**src/rtl/console_line_command_recognizer_core_macros.svh**
```systemverilog
// ----------------------------------------------------------------------------
// console line command recognizer: assertion macros
// shared concurrent assertion forms, sampled on clock, disabled in reset
// ----------------------------------------------------------------------------
`ifndef CONSOLE_LINE_COMMAND_RECOGNIZER_CORE_MACROS_SVH
`define CONSOLE_LINE_COMMAND_RECOGNIZER_CORE_MACROS_SVH

// condition holds at every edge
`define CLCR_ASSERT_NOW(label, cond, msg) \
   label: assert property (@(posedge clock) disable iff (reset) (cond)) else $error(msg);

// consequent holds in the same cycle as the antecedent
`define CLCR_ASSERT_IMP(label, ante, cons, msg) \
   label: assert property (@(posedge clock) disable iff (reset) (ante) |-> (cons)) \
      else $error(msg);

// consequent holds in the cycle after the antecedent
`define CLCR_ASSERT_NXT(label, ante, cons, msg) \
   label: assert property (@(posedge clock) disable iff (reset) (ante) |=> (cons)) \
      else $error(msg);

`endif

```
**src/rtl/clcr_pkg.sv**
```systemverilog
// ----------------------------------------------------------------------------
// clcr_pkg
// types, codes and constants shared by the line command recognizer modules
// ----------------------------------------------------------------------------
`timescale 1ns / 1ps

package clcr_pkg;

   // sizes
   localparam int LINE_CAPACITY_DEFAULT = 1024;
   localparam int CHAR_W                = 8;
   localparam int IDX_W                 = 10;
   localparam int LEN_W                 = 11;
   localparam int MATCH_SPAN            = 7;
   localparam int Q_DEPTH               = 2;

   // special characters
   localparam logic [CHAR_W-1:0] CHAR_NUL = 8'd0;
   localparam logic [CHAR_W-1:0] CHAR_BS  = 8'd8;
   localparam logic [CHAR_W-1:0] CHAR_LF  = 8'd10;
   localparam logic [CHAR_W-1:0] CHAR_DEL = 8'd127;

   // command words, first character in the top byte
   localparam logic [47:0] WORD_SCREAM = "scream";
   localparam logic [39:0] WORD_CLEAR  = "clear";
   localparam logic [15:0] WORD_LS     = "ls";
   localparam logic [15:0] WORD_SL     = "sl";
   localparam logic [31:0] WORD_HELP   = "help";
   localparam logic [31:0] WORD_RUN    = "run ";

   typedef enum logic {
      OP_KEY  = 1'b0,
      OP_READ = 1'b1
   } op_type;

   typedef enum logic [1:0] {
      ACT_ECHO  = 2'd0,
      ACT_ERASE = 2'd1,
      ACT_LINE  = 2'd2,
      ACT_READ  = 2'd3
   } act_type;

   typedef enum logic [2:0] {
      CMD_EMPTY   = 3'd0,
      CMD_SCREAM  = 3'd1,
      CMD_CLEAR   = 3'd2,
      CMD_LS      = 3'd3,
      CMD_SL      = 3'd4,
      CMD_HELP    = 3'd5,
      CMD_RUN     = 3'd6,
      CMD_UNKNOWN = 3'd7
   } cmd_type;

   // one classified request on its way to the response side
   typedef struct packed {
      act_type           action;
      logic [CHAR_W-1:0] key;
      cmd_type           command;
      logic [LEN_W-1:0]  length;
      logic              rd_hit;
      logic [CHAR_W-1:0] rd_data;
   } job_type;

endpackage

```
**src/rtl/clcr_back.sv**
```systemverilog
// ----------------------------------------------------------------------------
// clcr_back
// turns queued requests into response fields and holds the output register
// ----------------------------------------------------------------------------
`timescale 1ns / 1ps

module clcr_back (
   input  logic                              clock,
   input  logic                              reset,
   input  logic                              job_valid,
   output logic                              job_ready,
   input  clcr_pkg::job_type                 job,
   output logic                              rsp_valid,
   input  logic                              rsp_ready,
   output logic [1:0]                        rsp_action,
   output logic [clcr_pkg::CHAR_W-1:0]       rsp_echo_char,
   output logic [2:0]                        rsp_command,
   output logic [clcr_pkg::LEN_W-1:0]        rsp_line_length,
   output logic [clcr_pkg::CHAR_W-1:0]       rsp_read_byte
);
   import clcr_pkg::*;

   logic              rsp_valid_ff, rsp_valid_in;
   logic [1:0]        action_ff;
   logic [CHAR_W-1:0] echo_ff, echo_in;
   logic [2:0]        command_ff;
   logic [LEN_W-1:0]  length_ff;
   logic [CHAR_W-1:0] rbyte_ff, rbyte_in;
   logic              take;

   assign job_ready    = !rsp_valid_ff || rsp_ready;
   assign take         = job_valid && job_ready;
   assign rsp_valid_in = take || (rsp_valid_ff && !rsp_ready);

   // echo character and read byte by action
   always_comb begin
      rbyte_in = '0;
      case (job.action)
         ACT_ECHO:  echo_in = job.key;
         ACT_ERASE: echo_in = CHAR_BS;
         ACT_LINE:  echo_in = CHAR_LF;
         ACT_READ: begin
            echo_in  = CHAR_NUL;
            rbyte_in = job.rd_hit ? job.rd_data : '0;
         end
         default:   echo_in = CHAR_NUL;
      endcase
   end

   always_ff @(posedge clock) begin
      if (reset) begin
         rsp_valid_ff <= 1'b0;
      end else begin
         rsp_valid_ff <= rsp_valid_in;
      end
   end

   // output payload
   always_ff @(posedge clock) begin
      if (take) begin
         action_ff  <= job.action;
         echo_ff    <= echo_in;
         command_ff <= job.command;
         length_ff  <= job.length;
         rbyte_ff   <= rbyte_in;
      end
   end

   assign rsp_valid       = rsp_valid_ff;
   assign rsp_action      = action_ff;
   assign rsp_echo_char   = echo_ff;
   assign rsp_command     = command_ff;
   assign rsp_line_length = length_ff;
   assign rsp_read_byte   = rbyte_ff;

endmodule

```
**config.mk**
```make
export PLATFORM = sky130hd
export DESIGN_NAME = clcr_back
export DESIGN_NICKNAME = d
export VERILOG_FILES = /design/src/rtl/console_line_command_recognizer_core_macros.svh /design/src/rtl/clcr_pkg.sv /design/src/rtl/clcr_back.sv
export SDC_FILE = /design/constraint.sdc
export NUM_CORES = 1
export LEC_CHECK = 0
export ABC_AREA = 0
export BUFFER_PORTS_ARGS = -buffer_cell sky130_fd_sc_hd__buf_2
export CELL_PAD_IN_SITES_DETAIL_PLACEMENT = 1
export CELL_PAD_IN_SITES_GLOBAL_PLACEMENT = 1
export CORE_MARGIN = 1.5
export CORE_UTILIZATION = 37
export CTS_BUF_LIST = sky130_fd_sc_hd__clkbuf_2 sky130_fd_sc_hd__clkbuf_4 sky130_fd_sc_hd__clkbuf_8
export DETAILED_ROUTE_END_ITERATION = 10
export PLACE_DENSITY_LB_ADDON = 0.1
export SLEW_MARGIN = 0
export SYNTH_ARGS = -nofsm -noshare
export SYNTH_HDL_FRONTEND = slang
export SYNTH_SLANG_ARGS = --single-unit
```
**constraint.sdc**
```tcl
create_clock -name clock -period 5.15 [get_ports clock]
set_clock_uncertainty 0.15 [all_clocks]
set_input_delay 1.03 -clock clock [delete_from_list [all_inputs] [get_ports clock]]
set_output_delay 1.03 -clock clock [all_outputs]
set_load 0.01 [all_outputs]
```
==> summary.txt, run 1 <==
Setup path
  • Reg2reg end: rsp_line_length[1]
  • CP Launch Type: input pin
  • R2r startpoint: rsp_valid
  • Worst EP arrival: 1.39 ns
  • Crit path kind: in -> out
  • Critical Path Fanout Max: 3
  • Worst reg-to-reg path cell count: 3
  • CP endpoint kind: output pin
  • WP data required: 3.97 ns
  • Slack of the worst reg-to-reg path: 3.78 ns

Timing
  • Final setup viols: 0
  • Setup TNS: 0 ns
  • Worst slew margin: 74.46%
  • RSZ-0062 raised after global routing: false
  • Worst hold margin: 0.3583 ns
  • Pins Over Slew Limit: 0
  • Final min period: 2.567 ns
  • Final Cycle Share: 49.84%
  • Least-Margin Pin Slew: 0.3831 ns
  • Fmax: 389.6 MHz
  • Endpoints failing hold: 0
  • Slack of the critical path: 2.583 ns

Clock network
  • Cts repair resizes: 0
  • CTS tree: done
  • Clock transition at the registers of the reported paths: 0.09 ns
  • H-tree Lvls: 2
  • Skew-Pair Late Insertion Delay: 0.32 ns
  • Clk buf depth: 2
  • Cts hold-fix bufs: 0
  • Postcts setup bufs: 0
  • Root Buffer: clkbuf_4
  • CTS Buf Count: 5
  • # clock sinks: 33

Yosys
  • Post-synth net total: 100
  • Synth Area in Compound Gates: 0.4224%
  • Top cells by area, synth: edfxtp_1 (81%), and3_1 (4.2%), ha_1 (4.2%)
  • Largest area contributor in the synthesized netlist: edfxtp_1
  • Post-synthesis mux area share: 2.534%
  • Post-Synth XOR/XNOR Area: 0%
  • Largest family of logic cells by synthesized area: simple AND/OR/NAND/NOR gates
  • FF+latch count, synth: 33
  • Adder-Cell Fraction of Synth Area: 4.224%
  • Netlist Area Pre-Place: 0.001185 sq mm
  • Syn_area_per_cell: 20.08 sq um
  • Synth warn: 0
  • Post-synthesis simple-gate area fraction: 9.081%
  • Yosys cell types: 9
  • Sequential area share after synthesis: 82.79%
  • Syn Inst Count: 59
  • Top-area cell type share of the netlist area: 81.10%

GRT
  • Largest net degree at the start of global routing: 33
  • GRT Util Overall: 13.42%
  • Initial antenna violation count: 0
  • First-pass GRT wire length: 3256 um
  • Grt ovf: 0
  • Number of global-route vias before repair: 748

Route
  • Iteration-0 DRC Markers: 20
  • Routed vias: 788
  • Drt first pass iters: 3
  • DRC viols: 0
  • DR WL/cell: 12.53 um
  • Vias per cell: 4.330
  • Final WL: 2280 um
  • ANT nets after route: 0

Floorplanning
  • Die H: 59.59 um
  • Floorplan row count: 20
  • I/O Pins: 71
  • Die width: 59.59 um
  • Die area: 0.003551 sq mm
  • Core area: 0.003053 sq mm
  • Starting density of the core: 38.81%

Power and ir drop
  • Tot Pwr: 500.4 uW
  • Power per Cell Area: 303.7 mW/mm^2
  • LEAKAGE: 0.0007736 uW
  • VDD IR max: 0.1328 mV

Cells and area
  • Number of diodes: 0
  • Area grow syn2layout: 39.07%
  • Fillers: 334
  • Fraction of layout cells with a size suffix above 1: 57.97%
  • Final Cell Area: 0.001648 sq mm
  • Nets: 178

Outcome
  • Outcome: finished, final reports clean

Placed design
  • HPWL after DPL: 1753 um
  • Port Buf Inserts: 70
  • Cell Area, Placed: 0.001598 sq mm
  • Routability congestion estimate: 0.5906
  • Worst slack at placement: 2.582 ns

Hold path
  • Worst hold stages: 2
  • Hold_sp: rsp_valid
  • Hold Path Sink: rsp_valid
  • Hold crit path type: reg -> reg

Job
  • Max cap viols: 0
critical path, cell delays in order:
cell	delay [ns]
buf_2	0.09
nand2b_4	0.13
buf_2	0.13
logic make-up (layout without fill, tap and decap cells):
group,count (synthesis),after routing
DFF,33,33
and+or+nand+nor,16,16
adders and majority gates,4,4
buffers and inverters,3,82
muxes,2,2
AOI/OAI and AO/OA,1,1
synthesized netlist by cell type:
cell type   n
and2_1      7
mux2_4      2
ha_1        4
nand2b_4    1
a21oi_1     1
inv_1       3
edfxtp_1   32
and3_1      8
dfxtp_1     1
per-stage QoR:
step / utilization [%] / std cells
after floorplan: - / 59
after global placement: 52.34 / 174
after detailed placement: 52.34 / 174
after CTS: 53.98 / 182
after global routing: 53.98 / 182
final: 53.98 / 182
report_power, final:
group          switching (uW)  total [uW]  internal (uW)
clock                    79.8         129           49.3
combinational            28.3        54.8           26.5
sequential               3.73         317            313
state kept, by name, indices dropped and copies added, names as in the netlist:
name and flops:
rsp_action 2, rsp_command 3, rsp_echo_char 8, rsp_line_length 11
rsp_read_byte 8, rsp_valid 1
worst max path at each step:
stage,startpoint,to,slack (ns),depth (start not counted)
floorplan,rsp_ready,rsp_action[0],2.64,2
global placement,rsp_ready,job_ready,2.59,3
detailed placement,rsp_ready,job_ready,2.58,3
CTS,rsp_ready,job_ready,2.58,3
global route,rsp_ready,job_ready,2.57,3
finish,rsp_ready,job_ready,2.58,3
metal layers:
metal / vias to the layer above / GRT usage [%] / share of wire, %
li1: 376 / - / -
met1: 362 / 13.36 / 37
met2: 45 / 22.76 / 50
met3: 5 / 6.987 / 12
met4: 0 / 6.667 / 1.7
met5: - / 0 / 0
cell usage in the layout, fill, tap and decap left out, types with 2 or more instances in the layout:
master	Yosys	routed
buf_2	0	70
edfxtp_1	32	32
and3_1	8	8
and2_1	7	7
clkbuf_4	0	5
ha_1	4	4
inv_1	3	3
mux2_4	2	2
clkinv_1	0	2
area by class of cell:
type / instances / area (sq um) / share of cell area [%]
flip-flops and latches: 33 / 980.9 / 59.53
clock inverters: 3 / 12.51 / 0.7593
well taps: 44 / 55.05 / 3.341
clock buffers: 5 / 37.54 / 2.278
inverters: 3 / 11.26 / 0.6834
multi-input cells: 23 / 192.7 / 11.69
repair buffers: 71 / 357.8 / 21.72
Note: power is estimated with default switching activity, not from simulation.
==> inputs of run 2 (changes only) <==
--- a/config.mk
+++ b/config.mk
@@ -10,7 +10,7 @@
 export CELL_PAD_IN_SITES_DETAIL_PLACEMENT = 1
 export CELL_PAD_IN_SITES_GLOBAL_PLACEMENT = 1
 export CORE_MARGIN = 1.5
-export CORE_UTILIZATION = 37
+export CORE_UTILIZATION = 31
 export CTS_BUF_LIST = sky130_fd_sc_hd__clkbuf_2 sky130_fd_sc_hd__clkbuf_4 sky130_fd_sc_hd__clkbuf_8
 export DETAILED_ROUTE_END_ITERATION = 10
 export PLACE_DENSITY_LB_ADDON = 0.1
==> constraint.sdc (replaced) <==
create_clock -name clock -period 2.1 [get_ports clock]
set_clock_uncertainty 0.15 [all_clocks]
set_input_delay 0.42 -clock clock [delete_from_list [all_inputs] [get_ports clock]]
set_output_delay 0.42 -clock clock [all_outputs]
set_load 0.01 [all_outputs]
==> summary.txt, run 2 (synthesis gave the netlist of run 1 again) <==
Cells and area
  • Nets: 179
  • Area grow syn2layout: 43.19%
  • Fraction of layout cells with a size suffix above 1: 59.71%
  • Commonest non-fill, non-tap cell in the layout: buf_2
  • Fin cells: 187
  • Number of diodes: 0
  • Most frequent cells in the layout: buf_2 (70), edfxtp_1 (32), and3_1 (8)
  • Max FFs per register: 11

Setup path
  • CP endpoint: job_ready
  • Worst Setup SP: rsp_valid
  • Worst reg-to-reg path cell count: 3
  • CP endpoint kind: output pin
  • WP data required: 1.53 ns
  • Crit path kind: reg -> out
  • Critical Path Fanout Max: 3
  • Reg2reg end: rsp_line_length[4]
  • R2r startpoint: rsp_valid
  • Slack of the worst reg-to-reg path: 0.79 ns
  • CP Launch Type: flip-flop
  • Worst EP arrival: 0.85 ns

Job
  • Max cap viols: 0

Timing
  • Least-Margin Pin Slew: 0.2849 ns
  • Worst slew margin: 81.01%
  • Final Cycle Share: 67.52%
  • Final setup viols: 0
  • Endpoints failing hold: 0
  • Pins Over Slew Limit: 0
  • RSZ-0062 raised after global routing: false
  • Setup TNS: 0 ns
  • Fmax: 705.2 MHz
  • Final min period: 1.418 ns

Placed design
  • Routability congestion estimate: 0.6099
  • Port Buf Inserts: 70
  • Post-Place Cells: 179
  • HPWL after DPL: 1725 um

Floorplanning
  • Die width: 64.83 um
  • Starting density of the core: 32.36%
  • Die area: 0.004202 sq mm
  • Core area: 0.003661 sq mm
  • Die H: 64.83 um
  • I/O Pins: 71
  • Floorplan row count: 22

Route
  • Final WL: 2290 um
  • Iteration-0 DRC Markers: 34
  • Highest metal used: met4
  • Met3 WL post-DR: 255 um
  • Met2 WL: 1207 um
  • Routed vias: 788
  • Vias per cell: 4.214
  • DRC viols: 0
  • WL met1: 786 um
  • ANT nets after route: 0
  • DR WL/cell: 12.25 um
  • Drt first pass iters: 4

Clock network
  • Cts repair resizes: 0
  • CTS tree: done
  • H-tree Lvls: 2
  • Cts hold-fix bufs: 0
  • Clk buf depth: 2
  • Postcts setup bufs: 0
  • Skew-Pair Late Insertion Delay: 0.27 ns
  • CTS Buf Count: 5
  • Clock transition at the registers of the reported paths: 0.06 ns
  • # clock sinks: 33
  • Root Buffer: clkbuf_8

Power and ir drop
  • Reg power frac: 56.8%
  • LEAKAGE: 0.0007969 uW
  • Int Pwr: 1077 uW
  • Switching Fraction: 21.26%
  • Clock share of power: 33.2%
  • Comb pwr share: 10.0%
  • VDD IR max: 0.3546 mV
  • Power per Cell Area: 806.1 mW/mm^2
  • NetSw: 290.8 uW

Hold path
  • Hold crit path type: in -> reg

GRT
  • Grt ovf: 0
  • Number of global-route vias before repair: 802
  • GRT Util Overall: 12.17%
  • Initial antenna violation count: 0
  • Largest net degree at the start of global routing: 23
  • First-pass GRT wire length: 3698 um

Outcome
  • Outcome: finished, final reports clean
-- run 2: power groups by stage --
stage	Combinational, uW	Sequential, uW	Clock [uW]
finish	137	777	454
CTS	141	778	478
detailed placement	140	792	0
floorplan	33.0	816	0
global placement	136	790	0
global route	152	781	503
-- run 2: per-stage QoR --
step / power (uW) / utilization (%) / hold slack [ns] / instance area [sq um] / worst slack [ns]
2_1_floorplan: 849.1 / - / 0.3391 / 1185 / 0.2029
6_report: 1368 / 46.34 / 0.1424 / 1697 / 0.6820
4_1_cts: 1396 / 46.34 / 0.1358 / 1697 / 0.6663
3_3_place_gp: 926.3 / 43.99 / 0.3392 / 1610 / 0.5580
5_1_grt: 1436 / 46.34 / 0.1448 / 1697 / 0.6373
3_5_place_dp: 931.6 / 43.99 / 0.3536 / 1610 / 0.5266
-- run 2: per-layer routing --
metal	track usage [%]	vias to the layer above
met5	0	-
met4	5.585	0
met3	5.903	5
met2	20.62	41
met1	12.63	366
li1	-	376
-- run 2: worst max-delay path: stages (launching register included) --
cell,delay (ns)
dfxtp_1,0.37
nand2b_4,0.06
buf_2,0.14
-- run 2: cell type report --
type	count	area [sq um]
sequential	33	980.9
timing repair buffer	72	365.4
fill	394	1964
multi-input combinational	23	192.7
inverter	3	11.26
clock inverter	2	10.01
clock buffer	6	76.32
tap	48	60.06
-- run 2: worst min path at each step --
stage / startpoint / endpoint / slack, ns / cells after the start
6_report: reset / rsp_valid / 0.14 / 2
5_1_grt: reset / rsp_valid / 0.14 / 2
3_5_place_dp: rsp_valid / rsp_valid / 0.35 / 2
2_1_floorplan: reset / rsp_valid / 0.34 / 1
3_3_place_gp: rsp_valid / rsp_valid / 0.34 / 2
4_1_cts: reset / rsp_valid / 0.14 / 2
