===== src/rtl/console_line_command_recognizer_core_macros.svh =====
// ----------------------------------------------------------------------------
// console line command recognizer: assertion macros
// shared concurrent assertion forms, sampled on clock, disabled in reset
// ----------------------------------------------------------------------------
`ifndef CONSOLE_LINE_COMMAND_RECOGNIZER_CORE_MACROS_SVH
`define CONSOLE_LINE_COMMAND_RECOGNIZER_CORE_MACROS_SVH

// condition holds at every edge
`define CLCR_ASSERT_NOW(label, cond, msg) \
   label: assert property (@(posedge clock) disable iff (reset) (cond)) else $error(msg);

// consequent holds in the same cycle as the antecedent
`define CLCR_ASSERT_IMP(label, ante, cons, msg) \
   label: assert property (@(posedge clock) disable iff (reset) (ante) |-> (cons)) \
      else $error(msg);

// consequent holds in the cycle after the antecedent
`define CLCR_ASSERT_NXT(label, ante, cons, msg) \
   label: assert property (@(posedge clock) disable iff (reset) (ante) |=> (cons)) \
      else $error(msg);

`endif


===== src/rtl/clcr_pkg.sv =====
// ----------------------------------------------------------------------------
// clcr_pkg
// types, codes and constants shared by the line command recognizer modules
// ----------------------------------------------------------------------------
`timescale 1ns / 1ps

package clcr_pkg;

   // sizes
   localparam int LINE_CAPACITY_DEFAULT = 1024;
   localparam int CHAR_W                = 8;
   localparam int IDX_W                 = 10;
   localparam int LEN_W                 = 11;
   localparam int MATCH_SPAN            = 7;
   localparam int Q_DEPTH               = 2;

   // special characters
   localparam logic [CHAR_W-1:0] CHAR_NUL = 8'd0;
   localparam logic [CHAR_W-1:0] CHAR_BS  = 8'd8;
   localparam logic [CHAR_W-1:0] CHAR_LF  = 8'd10;
   localparam logic [CHAR_W-1:0] CHAR_DEL = 8'd127;

   // command words, first character in the top byte
   localparam logic [47:0] WORD_SCREAM = "scream";
   localparam logic [39:0] WORD_CLEAR  = "clear";
   localparam logic [15:0] WORD_LS     = "ls";
   localparam logic [15:0] WORD_SL     = "sl";
   localparam logic [31:0] WORD_HELP   = "help";
   localparam logic [31:0] WORD_RUN    = "run ";

   typedef enum logic {
      OP_KEY  = 1'b0,
      OP_READ = 1'b1
   } op_type;

   typedef enum logic [1:0] {
      ACT_ECHO  = 2'd0,
      ACT_ERASE = 2'd1,
      ACT_LINE  = 2'd2,
      ACT_READ  = 2'd3
   } act_type;

   typedef enum logic [2:0] {
      CMD_EMPTY   = 3'd0,
      CMD_SCREAM  = 3'd1,
      CMD_CLEAR   = 3'd2,
      CMD_LS      = 3'd3,
      CMD_SL      = 3'd4,
      CMD_HELP    = 3'd5,
      CMD_RUN     = 3'd6,
      CMD_UNKNOWN = 3'd7
   } cmd_type;

   // one classified request on its way to the response side
   typedef struct packed {
      act_type           action;
      logic [CHAR_W-1:0] key;
      cmd_type           command;
      logic [LEN_W-1:0]  length;
      logic              rd_hit;
      logic [CHAR_W-1:0] rd_data;
   } job_type;

endpackage


===== src/rtl/clcr_queue.sv =====
// ----------------------------------------------------------------------------
// clcr_queue
// short request queue between the front and the response side
// ----------------------------------------------------------------------------
`timescale 1ns / 1ps
`include "console_line_command_recognizer_core_macros.svh"

module clcr_queue (
   input  logic              clock,
   input  logic              reset,
   input  logic              in_valid,
   output logic              in_ready,
   input  clcr_pkg::job_type in_job,
   output logic              out_valid,
   input  logic              out_ready,
   output clcr_pkg::job_type out_job
);
   import clcr_pkg::*;

   localparam int PTR_W = (Q_DEPTH > 1) ? $clog2(Q_DEPTH) : 1;
   localparam int CNT_W = $clog2(Q_DEPTH + 1);

   job_type          q_ff [Q_DEPTH];
   logic [PTR_W-1:0] wr_ptr_ff, wr_ptr_in;
   logic [PTR_W-1:0] rd_ptr_ff, rd_ptr_in;
   logic [CNT_W-1:0] count_ff, count_in;
   logic             push, pop;

   assign in_ready  = count_ff != CNT_W'(Q_DEPTH);
   assign out_valid = count_ff != '0;
   assign push      = in_valid && in_ready;
   assign pop       = out_valid && out_ready;
   assign out_job   = q_ff[rd_ptr_ff];

   // pointer and count update
   always_comb begin
      wr_ptr_in = wr_ptr_ff;
      rd_ptr_in = rd_ptr_ff;
      count_in  = count_ff;
      if (push) begin
         wr_ptr_in = (wr_ptr_ff == PTR_W'(Q_DEPTH - 1)) ? '0 : wr_ptr_ff + 1'b1;
      end
      if (pop) begin
         rd_ptr_in = (rd_ptr_ff == PTR_W'(Q_DEPTH - 1)) ? '0 : rd_ptr_ff + 1'b1;
      end
      if (push && !pop) begin
         count_in = count_ff + 1'b1;
      end else if (pop && !push) begin
         count_in = count_ff - 1'b1;
      end
   end

   always_ff @(posedge clock) begin
      if (reset) begin
         wr_ptr_ff <= '0;
         rd_ptr_ff <= '0;
         count_ff  <= '0;
      end else begin
         wr_ptr_ff <= wr_ptr_in;
         rd_ptr_ff <= rd_ptr_in;
         count_ff  <= count_in;
      end
   end

   // entry storage
   always_ff @(posedge clock) begin
      if (push) begin
         q_ff[wr_ptr_ff] <= in_job;
      end
   end

   `CLCR_ASSERT_NOW(a_count_bound, 32'(count_ff) <= Q_DEPTH, "queue count beyond depth")
   `CLCR_ASSERT_NXT(a_push_grows, push && !pop, count_ff == $past(count_ff) + 1'b1, "push did not grow the queue")
   `CLCR_ASSERT_NXT(a_pop_shrinks, pop && !push, count_ff == $past(count_ff) - 1'b1, "pop did not shrink the queue")

endmodule


===== config.mk =====
export PLATFORM = sky130hd
export DESIGN_NAME = clcr_queue
export DESIGN_NICKNAME = d
export VERILOG_FILES = /design/src/rtl/clcr_pkg.sv /design/src/rtl/clcr_queue.sv
export VERILOG_INCLUDE_DIRS = /design/src /design/src/rtl
export SDC_FILE = /design/constraint.sdc
export NUM_CORES = 1
export LEC_CHECK = 0
export BUFFER_PORTS_ARGS = -buffer_cell sky130_fd_sc_hd__buf_2
export CORE_UTILIZATION = 51
export CTS_BUF_LIST = sky130_fd_sc_hd__clkbuf_16
export CTS_CLUSTER_SIZE = 10
export DETAILED_ROUTE_END_ITERATION = 10
export PLACE_DENSITY = 0.83
export SETUP_SLACK_MARGIN = 0.05
export SYNTH_ARGS = -nofsm -noshare
export SYNTH_HDL_FRONTEND = slang
export SYNTH_SLANG_ARGS = --single-unit

===== constraint.sdc =====
create_clock -name clock -period 1.94 [get_ports clock]
set_input_delay 0 -clock clock [delete_from_list [all_inputs] [get_ports clock]]
set_output_delay 0 -clock clock [all_outputs]
set_load 0.02 [all_outputs]

==> impl_metrics.csv, run 1 <==
group,metric,value,unit
clock_network,clkTransAtPathRegs,0.05,ns
sta,finClkSkew,0.00494,ns
floorplanning,rows,25,
finish,diodes,0,
setup_path,critPathKind,"reg2reg",
setup_path,timing.rr.end,"count_ff[1]",
finish,fill_cells,285,
power_and_ir_drop,pwr-share-seq,41.6,%
finish,final_common_cell,"buf_2",
finish,layout_common_cells,"buf_2 (71), edfxtp_1 (66), dlygate4sd3_1 (35)",
synthesis,synthTopCellsByArea,"edfxtp_1 (76%), mux2_2 (14%), dfxtp_1 (3.9%)",
routing,vias_per_cell,4.89,
grt,antenna_found_initial,0,
setup_path,r2r_cells,5,
routing,drt_iter0_markers,74,
placed_design,gp_congestion,0.659,
grt,grt_pass1_wl,7.62,mm
setup_path,reg2reg_slack,0.30,ns
sta,post-route-period-util,84.6,%
setup_path,cpPeakStageDelay,0.35,ns
power_and_ir_drop,pwr-share-clk,30.7,%
power_and_ir_drop,peakVddDrop,1.14,mV
floorplanning,die-area,5380,sq um
grt,grt_pass1_vias,1624,
synthesis,ys_ff_latch,71,
clock_network,cts-buffers-inserted,9,
sta,min_period,1.64,ns
finish,syn_to_final_growth,42.4,%
power_and_ir_drop,p_int,3.45,mW
setup_path,cp.arrival,1.89,ns
setup_path,crit_path_max_fanout,5,
setup_path,timing.rr.start,"count_ff[0]",
min_path,min_from,"out_ready",
flow_run,maxCapViolCount,0,
clock_network,cts_root_buf,"clkbuf_16",
synthesis,synth_fp_nets,165,
power_and_ir_drop,leakage,1.43,nW
sta,finalSetupViolCount,0,
setup_path,critPathLaunchType,"register",
clock_network,clock_sink_count,71,
finish,stdcell_area,3700,sq um
setup_path,end_kind,"register",
sta,max-slew-margin-rel,74.8,%
min_path,hold_depth,4,
routing,detail-route-antenna-nets,0,
clock_network,cts_buffer_depth,2,
setup_path,worst-path-buf-inv,0,
setup_path,cp_top_family,"simple AND/OR/NAND/NOR gates",
clock_network,htree_levels,3,
placed_design,dp_hpwl,2.86,mm
grt,track_usage,20.6,%
setup_path,worst-endpoint-required,2.19,ns
placed_design,place_area,3080,sq um
synthesis,synth_top_cell_area_share,76.3,%
grt,grt_max_degree,34,
synthesis,avgSynthCellArea,20.4,sq um
floorplanning,initial_core_util,53.9,%
floorplanning,fp.dieH,73.4,um
status,outcome,"finished clean",
synthesis,yosysTopAreaCell,"edfxtp_1",
floorplanning,die_w,73.4,um
routing,vias,1536,
clock_network,cts_setup_buffers,0,
clock_network,clock_latency,0.32,ns
clock_network,cts_tree,"built",
power_and_ir_drop,netSwitchingFraction,27.8,%
sta,worst_pin_slew,0.378,ns
routing,first_pass_iters,4,
setup_path,crit_chain,"nand2b_1 > and2_1 > ha_1 > or3_1 > a21oi_1",
sta,grt_setup_unrepaired,"false",
grt,grt_overflow_total,0,
synthesis,synthesis.area,2600,sq um
sta,max_freq,609,MHz
setup_path,crit_path_top_delay_cell,"or3_1",
synthesis,synth_cells,127,
floorplanning,io-pin-count,72,
floorplanning,coreArea,4820,sq um
routing,routedWlPerCell,16.0,um
min_path,min_path_type,"in2reg",
sta,finalHoldViolCount,0,
finish,final_util,76.7,%
sta,tns,0,ns
synthesis,synth_warnings,0,
finish,final_layout_size_suffix_gt1_share,49.4,%
power_and_ir_drop,switchingPower,1.33,mW
power_and_ir_drop,pwr-share-comb,27.7,%
routing,remaining_drc_errors,0,
placed_design,io_buffers,71,
synthesis,ys_seq_area_share,80.2,%
synthesis,ys_types,17,
power_and_ir_drop,powerDensity,1290,nW/um^2
finish,fin_nets,283,
routing,postRouteWirelength,5.03,mm
sta,final_max_slew_viol_count,0,
## synthesized netlist by cell type
master    count
or2_2         1
and2_1        1
nor2_1        3
o21ai_0       2
buf_2         4
inv_1         1
a21oi_1       2
ha_1          1
nand3b_1      1
edfxtp_1     66
nand2b_1      1
xor2_1        3
a21bo_2       1
dfxtp_1       5
and3_1        1
or3_1         1
mux2_2       33
## state kept, by name (all words and copies together) (netlist names), named ones only
| signal | count |
|---|---|
| q_ff | 66 |
| count_ff | 2 |
| rd_ptr_ff | 1 |
| wr_ptr_ff | 1 |
## cell type report
class	instances	area [sq um]	area share, %
sequential	71	2080	56.3
timing repair buffer	111	768	20.8
multi-input combinational	51	492	13.3
clock buffer	9	225	6.09
tap	67	83.8	2.27
clock inverter	4	41.3	1.12
inverter	1	3.75	0.102
## routing by layer
| metal | track usage (%) | wire [um] | share of wire [%] | vias up |
|---|---|---|---|---|
| met3 | 6.86 | 235 | 4.7 | 16 |
| met1 | 20.8 | 1900 | 38 | 737 |
| li1 | - | - | - | 726 |
| met4 | 13.7 | 183 | 3.6 | 0 |
| met5 | 0 | 0 | 0 | - |
| met2 | 36.2 | 2720 | 54 | 57 |
## cell families (layout without fill, tap and decap cells)
| group | after synthesis | after routing | synth area share [%] |
|---|---|---|---|
| flip-flops | 71 | 71 | 80.2 |
| multiplexers | 33 | 33 | 14.3 |
| AND/OR/NAND/NOR | 9 | 9 | 1.93 |
| AO/OA/AOI/OAI | 5 | 5 | 1.16 |
| buffers and inverters | 5 | 125 | 0.916 |
| XOR/XNOR | 3 | 3 | 1.01 |
| adder cells (fa/ha/maj) | 1 | 1 | 0.482 |
## per-stage QoR
| step | hold WS [ns] | total power [mW] | worst slack, ns | std cells |
|---|---|---|---|---|
| 2_1_floorplan | 0.0691 | 2.86 | 0.0837 | 127 |
| 3_5_place_dp | 0.193 | 3.27 | 0.343 | 266 |
| 4_1_cts | 0.105 | 4.80 | 0.327 | 314 |
| 3_3_place_gp | 0.189 | 3.24 | 0.387 | 266 |
| 5_1_grt | 0.169 | 4.98 | 0.223 | 314 |
| 6_report | 0.113 | 4.78 | 0.298 | 314 |
## worst max path at each step
stage               cells after the start  slack [ns]          end   startpoint
detailed placement                      5        0.34  count_ff[1]  count_ff[0]
floorplan                               3        0.08   q_ff[0][0]  count_ff[0]
finish                                  5        0.30  count_ff[1]  count_ff[0]
CTS                                     5        0.33  count_ff[1]  count_ff[0]
global placement                        5        0.39  count_ff[1]  count_ff[0]
global route                            5        0.22  count_ff[1]  count_ff[0]
## power by group through the flow
stage	Combinational [mW]	Clock (mW)	Sequential [mW]
after CTS	1.32	1.49	1.99
after detailed placement	1.26	0	2.01
final	1.32	1.47	1.99
after floorplan	0.867	0	1.99
after global routing	1.41	1.56	2.01
after global placement	1.24	0	2.00
## what timing repair did
action / CTS / global route
hold buffers: 35 / 0
endpoints found under the hold margin: 71 / 0
resized for setup: 0 / 0
## tightest hold or removal path, delay by kind of cell
family / cells / cell delay [ns]
xor gates and xnor gates: 1 / 0.10
AOI/OAI and AO/OA: 1 / 0.12
buffers and inverters: 1 / 0.09
and+or+nand+nor: 1 / 0.07
Note: power is estimated with default switching activity, not from simulation.
==> inputs of run 2 (changes only) <==
Clock period 1.94 ns to 1.7 ns, I/O delays scaled along.
==> impl_metrics.csv, run 2 (synthesis gave the netlist of run 1 again) <==
group,metric,value,unit
finish,top_register,"q_ff",
finish,reg.largest.list,"q_ff x66, count_ff x2",
setup_path,critPathLaunchType,"register",
sta,finalHoldViolCount,0,
finish,fin_nets,282,
placed_design,dp_hpwl,2.90,mm
finish,multi_input_area,499,sq um
setup_path,end_kind,"register",
finish,final_common_cell,"buf_2",
grt,grtUsageMet1,24.5,%
routing,vias,1526,
routing,vias_per_cell,4.83,
sta,min_period,1.55,ns
sta,tns,0,ns
placed_design,gp_congestion,0.738,
clock_network,clkTransAtPathRegs,0.05,ns
sta,fin_hold_ws,0.0229,ns
clock_network,clock_sink_count,71,
clock_network,cts_root_buf,"clkbuf_16",
grt,grt_pass1_vias,1533,
grt,gr-usage-met3,5.90,%
finish,layout_common_cells,"buf_2 (71), edfxtp_1 (66), dlygate4sd3_1 (34)",
finish,seq_area,2080,sq um
power_and_ir_drop,peakVddDrop,1.01,mV
clock_network,cts_tree,"built",
finish,largest_reg_flops,66,
sta,final_max_slew_viol_count,0,
setup_path,crit_path_max_fanout,5,
floorplanning,io-pin-count,72,
floorplanning,die_w,73.4,um
power_and_ir_drop,p_int,3.98,mW
power_and_ir_drop,netSwitchingFraction,28.2,%
finish,syn_to_final_growth,43.5,%
grt,grt_max_degree,34,
power_and_ir_drop,finalPower,5.54,mW
clock_network,cts-buffers-inserted,9,
grt,antenna_found_initial,0,
routing,drt_iter0_markers,64,
finish,final_layout_size_suffix_gt1_share,51.0,%
grt,grt_pass1_wl,7.45,mm
sta,max_freq,643,MHz
grt,grt_use_met2,32.7,%
routing,detail-route-antenna-nets,0,
status,outcome,"finished clean",
clock_network,htree_levels,3,
flow_run,maxCapViolCount,0,
routing,remaining_drc_errors,0,
routing,routedWlPerCell,15.4,um
floorplanning,rows,25,
floorplanning,coreArea,4820,sq um
floorplanning,die-area,5380,sq um
placed_design,dp_slack,0.0907,ns
sta,post-route-period-util,91.5,%
sta,worst_pin_slew,0.330,ns
grt,busiest_layer,"met2",
grt,track_usage,19.4,%
sta,grt_setup_unrepaired,"false",
clock_network,clock_latency,0.32,ns
sta,worst_slack,0.145,ns
clock_network,cts_buffer_depth,2,
power_and_ir_drop,leakage,1.44,nW
floorplanning,fp.dieH,73.4,um
sta,finalSetupViolCount,0,
floorplanning,initial_core_util,53.9,%
power_and_ir_drop,pwr-share-comb,27.8,%
routing,first_pass_iters,4,
power_and_ir_drop,powerDensity,1490,nW/um^2
min_path,min_path_type,"in2reg",
sta,finClkSkew,0.00519,ns
setup_path,critPathKind,"reg2reg",
power_and_ir_drop,pwr-share-clk,31.1,%
sta,max-slew-margin-rel,78.0,%
setup_path,worst-endpoint-required,1.95,ns
power_and_ir_drop,pwr-share-seq,41.1,%
finish,fill_cells,302,
setup_path,cp.arrival,1.81,ns
routing,postRouteWirelength,4.86,mm
power_and_ir_drop,switchingPower,1.56,mW
grt,grt_overflow_total,0,
finish,diodes,0,
placed_design,io_buffers,71,
clock_network,cts_setup_buffers,0,
==> run 2: changes by cell type in the layout (fill, tap and decap cells not counted) <==
cell           delta
inv_1             -1
clkinvlp_4        +1
buf_4             -1
dfxtp_2           +1
clkinv_1          +1
dlygate4sd3_1     -1
nand2b_1          -1
nand2b_4          +1
clkinv_2          +2
dfxtp_1           -1
buf_12            +1
==> run 2: final cells by class <==
type	count	share of cell area, %
repair buffers	110	20.7
inverters	1	0.202
flip-flops and latches	71	55.9
clock inverters	7	1.48
multi-input cells	51	13.4
well taps	67	2.25
clock buffers	9	6.05
==> run 2: routing by layer <==
layer  share of wire [%]  up-vias
met5                   0        -
met4                0.74        0
met3                 5.9        4
met2                  52       53
met1                  42      742
li1                    -      727
==> run 2: what timing repair did <==
| item | 4_1_cts | 5_1_grt |
|---|---|---|
| gates resized for setup | 0 | 2 |
| hold buffers | 34 | 0 |
| setup endpoints to repair | 0 | 24 |
| endpoints found under the hold margin | 71 | 0 |
==> run 2: per-stage QoR <==
step                util [%]  cell area (sq um)  cells
floorplan                  -               2600    127
global placement        64.3               3100    266
detailed placement      64.3               3100    266
CTS                     77.2               3720    316
global route            77.3               3720    316
finish                  77.3               3720    316
==> run 2: path summary, 6_finish.rpt <==
check | slack [ns] | to | depth (start not counted) | from
worst max-delay path | 0.15 | count_ff[1] | 5 | count_ff[1]
worst max register to register | 0.15 | count_ff[1] | 5 | count_ff[1]
worst min register to register | 0.53 | rd_ptr_ff | 2 | rd_ptr_ff
worst min-delay path | 0.02 | wr_ptr_ff | 3 | in_valid
==> run 2: worst max-delay path, cell delays in order, from the launching register on <==
cell	delay, ns
dfxtp_1	0.42
nand2b_4	0.09
and2_1	0.16
ha_1	0.33
or3_1	0.35
a21oi_1	0.14
==> run 2: power groups by stage <==
stage	combinational, mW	clock (mW)	sequential (mW)
after floorplan	0.998	0	2.28
after global placement	1.44	0	2.28
after detailed placement	1.46	0	2.30
after CTS	1.54	1.75	2.27
after global routing	1.65	1.82	2.30
final	1.54	1.72	2.28
==> inputs of run 3 (changes only) <==
Settings changed: CORE_UTILIZATION 51 to 30, CTS_BUF_LIST sky130_fd_sc_hd__clkbuf_16 to sky130_fd_sc_hd__clkbuf_4 sky130_fd_sc_hd__clkbuf_8, PLACE_DENSITY 0.83 to 0.56.
==> impl_metrics.csv, run 3 (synthesis gave the netlist of run 1 again) <==
group,metric,value,unit
clock_network,cts_root_buf,"clkbuf_8",
clock_network,clkTransAtPathRegs,0.07,ns
power_and_ir_drop,finalPower,5.27,mW
power_and_ir_drop,powerDensity,1420,nW/um^2
clock_network,cts-buffers-inserted,9,
grt,grt_pass1_wl,7.24,mm
finish,final_util,44.7,%
finish,layout_common_cells,"buf_2 (71), edfxtp_1 (66), dlygate4sd3_1 (35)",
clock_network,htree_levels,3,
finish,diodes,0,
grt,grt_max_degree,34,
power_and_ir_drop,pwr-share-seq,42.8,%
routing,routedWlPerCell,13.6,um
sta,fin_hold_ws,0.0831,ns
grt,grt_pass1_vias,1556,
sta,worst_slack,0.130,ns
floorplanning,die_w,95.0,um
power_and_ir_drop,pwr-share-clk,28.5,%
grt,track_usage,11.3,%
routing,detail-route-antenna-nets,0,
placed_design,dp_hpwl,2.80,mm
floorplanning,rows,33,
power_and_ir_drop,switchingPower,1.57,mW
routing,postRouteWirelength,4.80,mm
sta,worst_pin_slew,0.296,ns
finish,fin_nets,281,
finish,final_layout_size_suffix_gt1_share,52.0,%
grt,grt_overflow_total,0,
sta,finClkSkew,0.00840,ns
power_and_ir_drop,p_int,3.70,mW
power_and_ir_drop,netSwitchingFraction,29.7,%
sta,post-route-period-util,92.3,%
sta,finalHoldViolCount,0,
grt,antenna_found_initial,0,
power_and_ir_drop,leakage,1.39,nW
sta,max-slew-margin-rel,80.0,%
power_and_ir_drop,peakVddDrop,0.633,mV
floorplanning,io-pin-count,72,
setup_path,crit_path_max_fanout,5,
placed_design,gp_congestion,0.672,
finish,largest_reg_flops,66,
setup_path,critPathLaunchType,"register",
sta,min_period,1.57,ns
finish,syn_to_final_growth,42.7,%
sta,max_freq,637,MHz
routing,remaining_drc_errors,0,
setup_path,end_kind,"register",
finish,reg.largest.list,"q_ff x66, count_ff x2",
routing,drt_iter0_markers,65,
sta,grt_setup_unrepaired,"false",
floorplanning,coreArea,8300,sq um
setup_path,cp.arrival,1.84,ns
clock_network,cts_tree,"built",
routing,vias_per_cell,4.30,
status,outcome,"finished clean",
floorplanning,initial_core_util,31.3,%
finish,final_common_cell,"buf_2",
finish,top_register,"q_ff",
clock_network,cts_setup_buffers,0,
flow_run,maxCapViolCount,0,
placed_design,dp_slack,0.0955,ns
setup_path,worst-endpoint-required,1.97,ns
placed_design,io_buffers,71,
floorplanning,die-area,9030,sq um
routing,vias,1517,
clock_network,cts_buffer_depth,2,
clock_network,clock_latency,0.34,ns
clock_network,clock_sink_count,71,
sta,tns,0,ns
routing,first_pass_iters,4,
sta,final_max_slew_viol_count,0,
setup_path,critPathKind,"reg2reg",
power_and_ir_drop,pwr-share-comb,28.7,%
sta,finalSetupViolCount,0,
floorplanning,fp.dieH,95.0,um
min_path,min_path_type,"in2reg",
-- run 3: routing by layer --
metal	wire length (um)	vias up	GRT usage [%]
li1	-	720	-
met1	2000	740	11.6
met2	2430	50	19.7
met3	286	7	5.66
met4	85	0	4.29
met5	0	-	0
-- run 3: power by group through the flow --
stage               clock, mW  combinational, mW  sequential (mW)
floorplan                   0              0.998             2.28
global placement            0               1.47             2.28
detailed placement          0               1.47             2.30
CTS                      1.55               1.54             2.26
global route             1.63               1.63             2.28
finish                   1.50               1.51             2.26
-- run 3: timing repair --
item,in CTS,in global routing
gates resized for setup,0,1
endpoints found under the setup margin,0,1
hold endpoints to repair,71,0
hold buffers,35,0
-- run 3: final cells by class --
| cell class | instances | area, sq um |
|---|---|---|
| inverters | 1 | 7.51 |
| well taps | 105 | 131 |
| repair buffers | 109 | 766 |
| clock buffers | 10 | 131 |
| fillers | 710 | 4590 |
| multi-input cells | 51 | 494 |
| flip-flops and latches | 71 | 2080 |
| clock inverters | 6 | 92.6 |
-- run 3: path summary, 6_finish.rpt --
check | startpoint | end | slack, ns | depth (start not counted)
hold / removal | out_ready | register | 0.08 | 4
hold reg to reg | rd_ptr_ff | register | 0.52 | 2
setup / recovery | count_ff[0] | count_ff[1] | 0.13 | 5
setup reg to reg | count_ff[0] | count_ff[1] | 0.13 | 5
-- run 3: worst max-delay path, stage by stage (launching register included) --
cell and delay, ns:
dfxtp_2 0.35, nand2b_2 0.21, and2_1 0.17, ha_1 0.31
or3_1 0.35, a21oi_1 0.13
-- run 3: stage by stage --
stage | cells | instance area [sq um]
floorplan | 127 | 2600
global placement | 302 | 3130
detailed placement | 302 | 3130
CTS | 353 | 3700
global route | 353 | 3710
finish | 353 | 3710
